## src/design/rgbpwd_pkg.sv

```systemverilog
// ----------------------------------------------------------------------------
// rgbpwd_pkg
// Shared types and constants for the single-wire RGB pixel chain driver:
// command codes, waveform phases, register indexes and the result record.
// ----------------------------------------------------------------------------
package rgbpwd_pkg;

    // Command codes carried by each input transfer
    typedef enum logic [1:0] {
        CMD_TICK   = 2'd0,
        CMD_WRITE  = 2'd1,
        CMD_START  = 2'd2,
        CMD_UNUSED = 2'd3
    } t_cmd;

    // Waveform sequencer phases
    typedef enum logic [1:0] {
        PH_IDLE  = 2'd0,
        PH_HIGH  = 2'd1,
        PH_LOW   = 2'd2,
        PH_LATCH = 2'd3
    } t_phase;

    // Configuration register indexes
    typedef enum logic [1:0] {
        REG_ONE_HIGH  = 2'd0,
        REG_ZERO_HIGH = 2'd1,
        REG_LOW       = 2'd2,
        REG_LATCH     = 2'd3
    } t_cfg_reg;

    // Field widths
    localparam int unsigned CFG_INDEX_W = 2;
    localparam int unsigned CFG_DATA_W  = 16;
    localparam int unsigned BIT_TICK_W  = 8;
    localparam int unsigned PHASE_CNT_W = 16;
    localparam int unsigned PIXEL_W     = 24;
    localparam int unsigned COLOR_W     = 8;
    localparam int unsigned PIX_IDX_W   = 3;
    localparam int unsigned BIT_IDX_W   = 5;

    // Last bit of a pixel (blue LSB) and the largest addressable store depth
    localparam logic [BIT_IDX_W-1:0] LAST_BIT     = 5'd23;
    localparam int unsigned          STORE_MAX    = 8;

    // Register reset values
    localparam logic [BIT_TICK_W-1:0]  ONE_HIGH_RST  = 8'd46;
    localparam logic [BIT_TICK_W-1:0]  ZERO_HIGH_RST = 8'd20;
    localparam logic [BIT_TICK_W-1:0]  LOW_RST       = 8'd50;
    localparam logic [PHASE_CNT_W-1:0] LATCH_RST     = 16'd4000;

    // One result item
    typedef struct packed {
        logic line_level;
        logic busy_res;
        logic accepted;
    } t_result;

endpackage

```

## src/design/rgbpwd_out_buf.sv

```systemverilog
// ----------------------------------------------------------------------------
// rgbpwd_out_buf
// Two-entry result buffer: a head register that drives the output channel
// and a skid register that catches one more result while the head stalls.
// ----------------------------------------------------------------------------
module rgbpwd_out_buf (
    input  logic                i_clk,
    input  logic                i_rst_n,
    input  logic                i_push,
    input  rgbpwd_pkg::t_result i_data,
    output logic                o_space,
    output logic                o_valid,
    input  logic                i_ready,
    output rgbpwd_pkg::t_result o_data
);

    logic                r_head_valid;
    logic                r_skid_valid;
    rgbpwd_pkg::t_result r_head;
    rgbpwd_pkg::t_result r_skid;
    logic                n_head_valid;
    logic                n_skid_valid;
    rgbpwd_pkg::t_result n_head;
    rgbpwd_pkg::t_result n_skid;
    logic                w_pop;

    assign w_pop   = r_head_valid & i_ready;
    assign o_space = ~r_skid_valid;
    assign o_valid = r_head_valid;
    assign o_data  = r_head;

    // Advance the head from the skid entry or take the new result
    always_comb begin
        n_head_valid = r_head_valid;
        n_skid_valid = r_skid_valid;
        n_head       = r_head;
        n_skid       = r_skid;
        if (w_pop) begin
            if (r_skid_valid) begin
                n_head       = r_skid;
                n_skid_valid = 1'b0;
            end else begin
                n_head_valid = i_push;
                n_head       = i_data;
            end
        end else if (i_push) begin
            if (!r_head_valid) begin
                n_head_valid = 1'b1;
                n_head       = i_data;
            end else begin
                n_skid_valid = 1'b1;
                n_skid       = i_data;
            end
        end
    end

    // Hold valid flags under reset
    always_ff @(posedge i_clk) begin
        if (!i_rst_n) begin
            r_head_valid <= 1'b0;
            r_skid_valid <= 1'b0;
        end else begin
            r_head_valid <= n_head_valid;
            r_skid_valid <= n_skid_valid;
        end
    end

    // Payload needs no reset
    always_ff @(posedge i_clk) begin
        r_head <= n_head;
        r_skid <= n_skid;
    end

endmodule

```

## src/design/rgb_pixel_chain_waveform_driver_core.sv

```systemverilog
// A result is registered in the result buffer before it is valid on the output.
// Throughput: one command per cycle; the two-entry result buffer keeps input
// ready while one result waits, so only a stall of two results blocks input.
// Each tick command advances the waveform by one time unit in that cycle.
// Reset (synchronous, active low): sequencer idle, pixel store cleared to zero,
// timing registers back to their defaults, result buffer empty.
// ----------------------------------------------------------------------------
// rgb_pixel_chain_waveform_driver_core
// Single-wire serial driver for a chain of RGB pixels: holds the pixel colors
// and plays them out green, red, blue, MSB first, as high/low pulse pairs
// followed by a latch gap unless its length is zero, one time unit per tick command.
// ----------------------------------------------------------------------------
module rgb_pixel_chain_waveform_driver_core #(
    parameter int unsigned PIXEL_COUNT = 8
) (
    input  logic        i_clk,
    input  logic        i_rst_n,
    // command channel
    input  logic        i_in_valid,
    output logic        o_in_ready,
    input  logic [1:0]  i_command,
    input  logic [2:0]  i_pixel_index,
    input  logic [7:0]  i_green,
    input  logic [7:0]  i_red,
    input  logic [7:0]  i_blue,
    // result channel
    output logic        o_out_valid,
    input  logic        i_out_ready,
    output logic        o_line_level,
    output logic        o_busy_res,
    output logic        o_accepted,
    // configuration channel
    input  logic        i_cfg_valid,
    output logic        o_cfg_ready,
    input  logic [1:0]  i_cfg_index,
    input  logic [15:0] i_cfg_data
);

    // Only pixel indexes below PIXEL_COUNT and below eight can be written; pixels beyond the store read zero
    localparam int unsigned STORE_DEPTH =
        (PIXEL_COUNT < rgbpwd_pkg::STORE_MAX) ? PIXEL_COUNT : rgbpwd_pkg::STORE_MAX;
    localparam int unsigned STORE_IW = (STORE_DEPTH > 1) ? $clog2(STORE_DEPTH) : 1;
    localparam int unsigned PIX_W    = (PIXEL_COUNT > 1) ? $clog2(PIXEL_COUNT) : 1;

    localparam int unsigned BT_W = rgbpwd_pkg::BIT_TICK_W;
    localparam int unsigned PC_W = rgbpwd_pkg::PHASE_CNT_W;
    localparam int unsigned PX_W = rgbpwd_pkg::PIXEL_W;
    localparam int unsigned BI_W = rgbpwd_pkg::BIT_IDX_W;

    // Timing registers
    logic [BT_W-1:0] r_one_high;
    logic [BT_W-1:0] r_zero_high;
    logic [BT_W-1:0] r_low;
    logic [PC_W-1:0] r_latch;

    // Sequencer state and pixel store
    rgbpwd_pkg::t_phase r_phase;
    rgbpwd_pkg::t_phase n_phase;
    logic [PIX_W-1:0]   r_cur_pixel;
    logic [PIX_W-1:0]   n_cur_pixel;
    logic [BI_W-1:0]    r_cur_bit;
    logic [BI_W-1:0]    n_cur_bit;
    logic [PC_W-1:0]    r_ticks;
    logic [PC_W-1:0]    n_ticks;
    logic [PX_W-1:0]    r_pixel_store [STORE_DEPTH];

    rgbpwd_pkg::t_cmd    w_cmd;
    rgbpwd_pkg::t_phase  w_out_phase;
    rgbpwd_pkg::t_result w_result;
    logic                w_in_xfer;
    logic                w_space;
    logic                w_idle;
    logic                w_write_ok;
    logic                w_start_ok;
    logic [PX_W-1:0]     w_cur_px;
    logic                w_cur_bit_val;
    logic [PC_W-1:0]     w_phase_len;
    logic [PC_W:0]       w_ticks_inc;
    logic                w_last_pixel;
    logic [BI_W-1:0]     w_bit_pos;

    assign w_cmd       = rgbpwd_pkg::t_cmd'(i_command);
    assign o_in_ready  = w_space;
    assign w_in_xfer   = i_in_valid & w_space;
    assign o_cfg_ready = 1'b1;
    assign w_idle      = (r_phase == rgbpwd_pkg::PH_IDLE);
    assign w_write_ok  = w_idle && (w_cmd == rgbpwd_pkg::CMD_WRITE)
                         && (32'(i_pixel_index) < PIXEL_COUNT);
    assign w_start_ok  = w_idle && (w_cmd == rgbpwd_pkg::CMD_START);

    // Fetch the bit under transmission
    always_comb begin
        if (32'(r_cur_pixel) < STORE_DEPTH) begin
            w_cur_px = r_pixel_store[r_cur_pixel[STORE_IW-1:0]];
        end else begin
            w_cur_px = '0;
        end
    end
    assign w_bit_pos     = rgbpwd_pkg::LAST_BIT - r_cur_bit;
    assign w_cur_bit_val = w_cur_px[w_bit_pos];
    assign w_last_pixel  = !((32'(r_cur_pixel) + 32'd1) < PIXEL_COUNT);

    // Select the length of the current phase
    always_comb begin
        unique case (r_phase)
            rgbpwd_pkg::PH_HIGH:  w_phase_len = PC_W'(w_cur_bit_val ? r_one_high
                                                                    : r_zero_high);
            rgbpwd_pkg::PH_LOW:   w_phase_len = PC_W'(r_low);
            rgbpwd_pkg::PH_LATCH: w_phase_len = r_latch;
            default:              w_phase_len = '0;
        endcase
    end
    assign w_ticks_inc = {1'b0, r_ticks} + (PC_W + 1)'(1);

    // Next state of the sequencer
    always_comb begin
        n_phase     = r_phase;
        n_cur_pixel = r_cur_pixel;
        n_cur_bit   = r_cur_bit;
        n_ticks     = r_ticks;
        if (w_in_xfer) begin
            unique case (w_cmd)
                rgbpwd_pkg::CMD_TICK: begin
                    if (!w_idle) begin
                        if (w_ticks_inc < {1'b0, w_phase_len}) begin
                            n_ticks = w_ticks_inc[PC_W-1:0];
                        end else begin
                            n_ticks = '0;
                            unique case (r_phase)
                                rgbpwd_pkg::PH_HIGH: n_phase = rgbpwd_pkg::PH_LOW;
                                rgbpwd_pkg::PH_LOW: begin
                                    priority if (r_cur_bit < rgbpwd_pkg::LAST_BIT) begin
                                        n_cur_bit = r_cur_bit + BI_W'(1);
                                        n_phase   = rgbpwd_pkg::PH_HIGH;
                                    end else if (!w_last_pixel) begin
                                        n_cur_bit   = '0;
                                        n_cur_pixel = r_cur_pixel + PIX_W'(1);
                                        n_phase     = rgbpwd_pkg::PH_HIGH;
                                    end else begin
                                        n_cur_bit   = '0;
                                        n_cur_pixel = '0;
                                        n_phase     = (r_latch == '0)
                                                      ? rgbpwd_pkg::PH_IDLE
                                                      : rgbpwd_pkg::PH_LATCH;
                                    end
                                end
                                default: n_phase = rgbpwd_pkg::PH_IDLE;
                            endcase
                        end
                    end
                end
                rgbpwd_pkg::CMD_START: begin
                    if (w_start_ok) begin
                        n_phase     = rgbpwd_pkg::PH_HIGH;
                        n_cur_pixel = '0;
                        n_cur_bit   = '0;
                        n_ticks     = '0;
                    end
                end
                default: ;
            endcase
        end
    end

    // Result: a tick reports the state before it, other commands the state after
    always_comb begin
        w_out_phase         = (w_cmd == rgbpwd_pkg::CMD_TICK) ? r_phase : n_phase;
        w_result.line_level = (w_out_phase == rgbpwd_pkg::PH_HIGH);
        w_result.busy_res   = (w_out_phase != rgbpwd_pkg::PH_IDLE);
        w_result.accepted   = w_write_ok | w_start_ok;
    end

    // Advance sequencer state
    always_ff @(posedge i_clk) begin
        if (!i_rst_n) begin
            r_phase     <= rgbpwd_pkg::PH_IDLE;
            r_cur_pixel <= '0;
            r_cur_bit   <= '0;
            r_ticks     <= '0;
        end else begin
            r_phase     <= n_phase;
            r_cur_pixel <= n_cur_pixel;
            r_cur_bit   <= n_cur_bit;
            r_ticks     <= n_ticks;
        end
    end

    // Write the pixel store; reset clears it
    always_ff @(posedge i_clk) begin
        if (!i_rst_n) begin
            for (int i = 0; i < STORE_DEPTH; i++) begin
                r_pixel_store[i] <= '0;
            end
        end else if (w_in_xfer && w_write_ok) begin
            r_pixel_store[i_pixel_index[STORE_IW-1:0]] <= {i_green, i_red, i_blue};
        end
    end

    // Take configuration transfers
    always_ff @(posedge i_clk) begin
        if (!i_rst_n) begin
            r_one_high  <= rgbpwd_pkg::ONE_HIGH_RST;
            r_zero_high <= rgbpwd_pkg::ZERO_HIGH_RST;
            r_low       <= rgbpwd_pkg::LOW_RST;
            r_latch     <= rgbpwd_pkg::LATCH_RST;
        end else if (i_cfg_valid) begin
            unique case (rgbpwd_pkg::t_cfg_reg'(i_cfg_index))
                rgbpwd_pkg::REG_ONE_HIGH:  r_one_high  <= i_cfg_data[BT_W-1:0];
                rgbpwd_pkg::REG_ZERO_HIGH: r_zero_high <= i_cfg_data[BT_W-1:0];
                rgbpwd_pkg::REG_LOW:       r_low       <= i_cfg_data[BT_W-1:0];
                default:                   r_latch     <= i_cfg_data;
            endcase
        end
    end

    // Buffer results toward the output channel
    rgbpwd_pkg::t_result w_out_data;

    rgbpwd_out_buf u_out_buf (
        .i_clk   (i_clk),
        .i_rst_n (i_rst_n),
        .i_push  (w_in_xfer),
        .i_data  (w_result),
        .o_space (w_space),
        .o_valid (o_out_valid),
        .i_ready (i_out_ready),
        .o_data  (w_out_data)
    );

    assign o_line_level = w_out_data.line_level;
    assign o_busy_res   = w_out_data.busy_res;
    assign o_accepted   = w_out_data.accepted;

endmodule

```

## config.mk

```make
export PLATFORM = sky130hd
export DESIGN_NAME = rgb_pixel_chain_waveform_driver_core
export DESIGN_NICKNAME = d
export VERILOG_FILES = /design/src/design/rgbpwd_pkg.sv /design/src/design/rgbpwd_out_buf.sv /design/src/design/rgb_pixel_chain_waveform_driver_core.sv
export SDC_FILE = /design/constraint.sdc
export NUM_CORES = 1
export LEC_CHECK = 0
export BUFFER_PORTS_ARGS = -buffer_cell sky130_fd_sc_hd__buf_2
export CAP_MARGIN = 10
export CORE_AREA = 2 2 151 153
export CTS_CLUSTER_DIAMETER = 100
export DETAILED_ROUTE_END_ITERATION = 16
export DIE_AREA = 0 0 153 155
export GPL_TIMING_DRIVEN = 1
export PLACE_DENSITY = 0.87
export SLEW_MARGIN = 10
export SYNTH_ARGS = -nofsm -noshare
export SYNTH_HDL_FRONTEND = slang
export SYNTH_SLANG_ARGS = --single-unit
```

## constraint.sdc

```tcl
create_clock -name i_clk -period 5.7 [get_ports i_clk]
set_input_delay 0 -clock i_clk [delete_from_list [all_inputs] [get_ports i_clk]]
set_output_delay 0 -clock i_clk [all_outputs]
set_load 0.05 [all_outputs]
```

Word level (Yosys, flattened, before mapping). Memory sizes are Yosys's and may differ from the RTL's. A register that Yosys moved wholly into a read port is not among the register bits. Index checks and enable logic that the tools add are counted. W data, S select, Z words.

Input bits: 52. Register bits after elaboration: 74. Memory bits (writable): 192. Logic and storage cells: 119. Memories: 1. Output and inout bits: 6.

Memories: r_pixel_store (words 8, bits a word 24, rd ports 1, clocked after memory_dff 1, write ports 8, RTL line rgb_pixel_chain_waveform_driver_core.sv:65) `logic [PX_W-1:0] r_pixel_store [STORE_DEPTH];`.

Order comparisons: 4. Bitwise gates (word level): 7. Muxes and demuxes: 47. Equality and inequality tests: 15. Reductions and logical operators: 24. Add/sub/neg operators: 5.

Operators by type and width (number): $mux W16 (3); $pmux W16 S3 (1); $mux W3 (13); $pmux W16 S2 (1); $mux W5 (5); $mux W24 (1); $reduce_or A24 Y1 (1); $add A16 B1 Y17 const B (1); $lt A17 B16 Y1 (1); $logic_not A16 Y1 (1); $mux W2 (8); $reduce_and A2 Y1 (7); $ne A2 B2 Y1 const B (6); $pmux W5 S2 (1); $mux W1 (9); $eq A2 B1 Y1 const B (4); $eq A2 B2 Y1 const B (4); $mux W8 (1); $pmux W2 S2 (2); $reduce_and A7 Y1 (1); $logic_not A2 Y1 (3); $lt A5 B6 Y1 const B (1); $pmux W3 S2 (1); $reduce_and A6 Y1 (1); other kinds (17) (25).

Logic depth before layout (Yosys ltp).
Depth after elaboration: 15. Mapped depth: 25. Gate-level depth less buffers: 21.

Modules after synthesis. Synthesis repeated with hierarchy kept, for this count alone.

Cell total of the unflattened synthesis: 1081. Area, all modules: 13067.5 um^2.

By module, submodules not included: rgb_pixel_chain_waveform_driver_core (sequential area each 7146.9 um^2, times used 1, area each 12756.0 um^2, cells each 1059); rgbpwd_out_buf (sequential area each 220.2 um^2, times used 1, area each 311.5 um^2, cells each 22).

Worst setup path after synthesis. OpenSTA, ideal clock, no wires.

Path type: register to register. Start: reg (tool-made name). End: reg r_ticks[10]. Library setup time: 0.074 ns. Data required time: 5.626 ns. Data arrival time: 5.078 ns. Buffers on the path: 4. Cell stages (with the launch flop): 26. Clock period less this slack: 5.153 ns. Slack: 0.547 ns. Cells stage by stage: dfxtp_1 > buf_2 > buf_4 > buf_2 > mux2i_1 > a22oi_1 > nand3_1 > o21ai_0 > o21ai_0 > o2111ai_1 > nor2_1 > mux2_2 > a222oi_1 > or2_2 > ha_1 > a21o_1 > a221oi_1 > nor2_1 > o21ai_0 > nand4_1 > o31ai_1 > and3_1 > o21a_1 > buf_2 > a21oi_1 > a31oi_1.

RTL lines: to (signal assigned) (RTL line rgb_pixel_chain_waveform_driver_core.sv:184) `r_ticks <= n_ticks;`; to (decl) (RTL line rgb_pixel_chain_waveform_driver_core.sv:63) `logic [PC_W-1:0] r_ticks;`.

==> flow_metrics.tcl <==
set metrics [dict create \
    stdcell_count 1578 \
    async_flop_share 0 \
    ios 58 \
    setup_violations 0 \
    grt-busiest-layer "met2" \
    ys_seq_area_frac 0.567 \
    cts.htree.levels 1 \
    clock_skew_ns 0.0319 \
    drv_cap 0 \
    ys_ff_latch 269 \
    firstDrtPassIters 5 \
    use_met1 0.329 \
    clk_pin_slew_ns 0.06 \
    die_h_um 155 \
    placementRows 55 \
    cts-buffers-inserted 28 \
    start_util 0.585 \
    slew_viol_final 0 \
    cp_max_fo 10 \
    syn_nets 1221 \
    power.share.switching 0.231 \
    ant_nets 0 \
    power_w 0.00432 \
    min_path_cells 4 \
    critPathKind "reg2reg" \
    status "complete, no violations" \
    clock_latency_ns 0.57 \
    reg2reg_depth 22 \
    comb_power_share 0.070 \
    powerDensity_mw_per_mm2 281 \
    post-route-drc-count 0 \
    clkPwrFrac 0.422 \
    viasPerCell 6.15 \
    cp.arrival_ns 6.00 \
    finalCritPeriodShare 0.975 \
    leakage_nw 5.69 \
    setup_ws_ns 0.144 \
    dpl.cell_count 1462 \
    final_util 0.692 \
    synthFlopType "edfxtp_1" \
    area_growth_pct 18.3 \
    grt_pass1_vias 9933 \
    share_seq_of_total_power 0.508 \
    internal_power_w 0.00332 \
    n_antenna_cell 0 \
    max_freq_ghz 0.180 \
    dp_hpwl_um 19900 \
    antenna_found_initial 0 \
    ir_worst_vdd_uv 255 \
    clock_sinks 269 \
    die-width_um 153 \
    tightest_slew_ns 1.08 \
    syn_area_per_cell_sq_um 11.4 \
    synth-edff-count 198 \
    dieArea_sq_mm 0.0237 \
    netlist.area_leader.share 0.457 \
    port_buffers 56 \
    cts_root_buf "clkbuf_16" \
    synth_cell_type_count 55 \
    synth_area_leaders "edfxtp_1 (46%), dfxtp_1 (11%), and2_1 (9.6%), mux2i_1 (7.5%), nand2_1 (3.6%)" \
    crit_required_ns 6.15 \
    core_sq_mm 0.0222 \
    grtUsageMet3 0.0440 \
    grt_pass1_wl_um 51900 \
    dp_slack_ns 0.0604 \
    nets 1348 \
    layout_commonest_cell "and2_1" \
    wl_per_cell_um 21.5 \
    yosysTopAreaCell "edfxtp_1" \
    vias 9707 \
    syn_area_sq_mm 0.0130 \
    ys_warn_count 0 \
    grt_max_degree 40 \
    routabilityCongestion 0.883 \
    cts_tree "built" \
    drive_gt1_frac 0.149 \
    post-route-min-period_ns 5.56 \
    grt-ovfl-total 0 \
    hold_start "i_pixel_index[1]" \
    layout_common_cells "and2_1 (199), edfxtp_1 (198), nand2_1 (124)" \
    hold_path.class "in2reg" \
    max_slew_margin 0.275 \
    worst_setup_path_end_kind "flop" \
    drt_iter0_markers 1070 \
    hold_viol 0 \
    setup_tns_ns 0 \
    wl_um 33900 \
    cts_buffer_depth 3 \
    p_sw_w 0.000997 \
    startpoint_type "flop" \
    grt_util_met2 0.502 \
    grtUsageTotal 0.276 \
    fillers 1483 \
    syn_inst 1145 \
]
metal layers:
layer / routed length (um) / vias to the layer above
met5: 0 / -
met4: 1370 / 0
met3: 2560 / 105
met2: 17300 / 486
met1: 12700 / 4705
li1: - / 4411
synth_stat cells (3+ instances only):
cell	instances
and2_1	199
edfxtp_1	198
nand2_1	124
mux2i_1	98
dfxtp_1	71
a21oi_1	46
a22oi_1	45
clkbuf_1	43
nor2_1	40
nand3_1	36
o21ai_0	28
ha_1	24
buf_2	15
nand4_1	15
nand2b_1	13
mux2_2	11
a31oi_1	10
and3_1	9
inv_1	9
or2_2	9
nor2b_1	8
nor3_1	8
xnor2_1	8
a222oi_1	7
xor2_1	7
a32o_1	6
nor4_1	6
o31ai_1	6
o211ai_1	5
mux4_2	4
o2111ai_1	4
buf_4	3
or4_1	3
cell type report:
class,instances,area [sq um],area share
Clock inverter,18,168,0.0109
Multi-Input combinational cell,804,5400,0.351
Sequential cell,269,7370,0.479
Tap cell,285,357,0.0232
Timing Repair Buffer,159,1280,0.0831
Inverter,10,37.5,0.00244
Clock buffer,33,762,0.0496
per-stage QoR:
stage	hold WS, ns	area, sq um
after floorplan	0.124	13000
after global placement	0.212	13800
after detailed placement	0.217	13800
after CTS	0.184	15200
after global routing	0.214	15400
final	0.207	15400
worst paths after layout:
| kind | endpoint | slack [ns] |
|---|---|---|
| max | r_cur_pixel[1] | 0.14 |
| min | r_pixel_store[0][0] | 0.21 |
| max reg2reg | r_cur_pixel[1] | 0.14 |
| min reg2reg | r_zero_high[3] | 0.45 |
power by group through the flow:
stage	clock [W]	sequential [W]	combinational [W]
after floorplan	0	0.00224	0.000145
after global placement	0	0.00223	0.000254
after detailed placement	0	0.00223	0.000262
after CTS	0.00184	0.00219	0.000293
after global routing	0.00191	0.00220	0.000325
final	0.00182	0.00219	0.000302
worst max-delay path, stage by stage (launching register included):
cell      delay [ns]
dfxtp_4         0.38
clkbuf_4        0.22
buf_4           0.23
mux4_2          0.37
mux2_2          0.30
o221a_1         0.26
nand3_1         0.09
nand2_1         0.10
nor2_4          0.19
mux2_2          0.36
a222oi_1        0.33
or2_2           0.18
ha_1            0.23
and3_1          0.18
a221oi_1        0.30
nor2_1          0.07
o21ai_0         0.20
nand4_1         0.21
o31ai_1         0.31
or3_4           0.20
o21ai_1         0.14
a21oi_2         0.27
mux2i_1         0.30
logic make-up after synthesis:
family,after synthesis,share of synthesized area
fa+ha+maj,24,0.0231
other cells,1,0.000289
simple gates,478,0.195
flops,269,0.567
buf+inv,72,0.0231
compound gates,173,0.0892
mux,113,0.0919
xor+xnor,15,0.0101
sequential cells by signal (all words and copies together) (netlist names), named ones only:
name and cells:
r_phase 2, r_pixel_store 192, r_cur_pixel 3, r_zero_high 8
u_out_buf.o_data 3, r_low 8, u_out_buf.r_skid_valid 1, r_latch 16
r_ticks 16, r_one_high 8, u_out_buf.o_valid 1, u_out_buf.r_skid 3
r_cur_bit 5
timing repair:
| action | 4_1_cts | 5_1_grt |
|---|---|---|
| setup buffers | 0 | 12 |
| endpoints found under the setup margin | 4 | 27 |
| gates resized for setup | 2 | 11 |
| hold buffers | 53 | 0 |
| pin swaps | 0 | 2 |
| hold endpoints to repair | 247 | 0 |
Power figures use the tool's default switching activity.
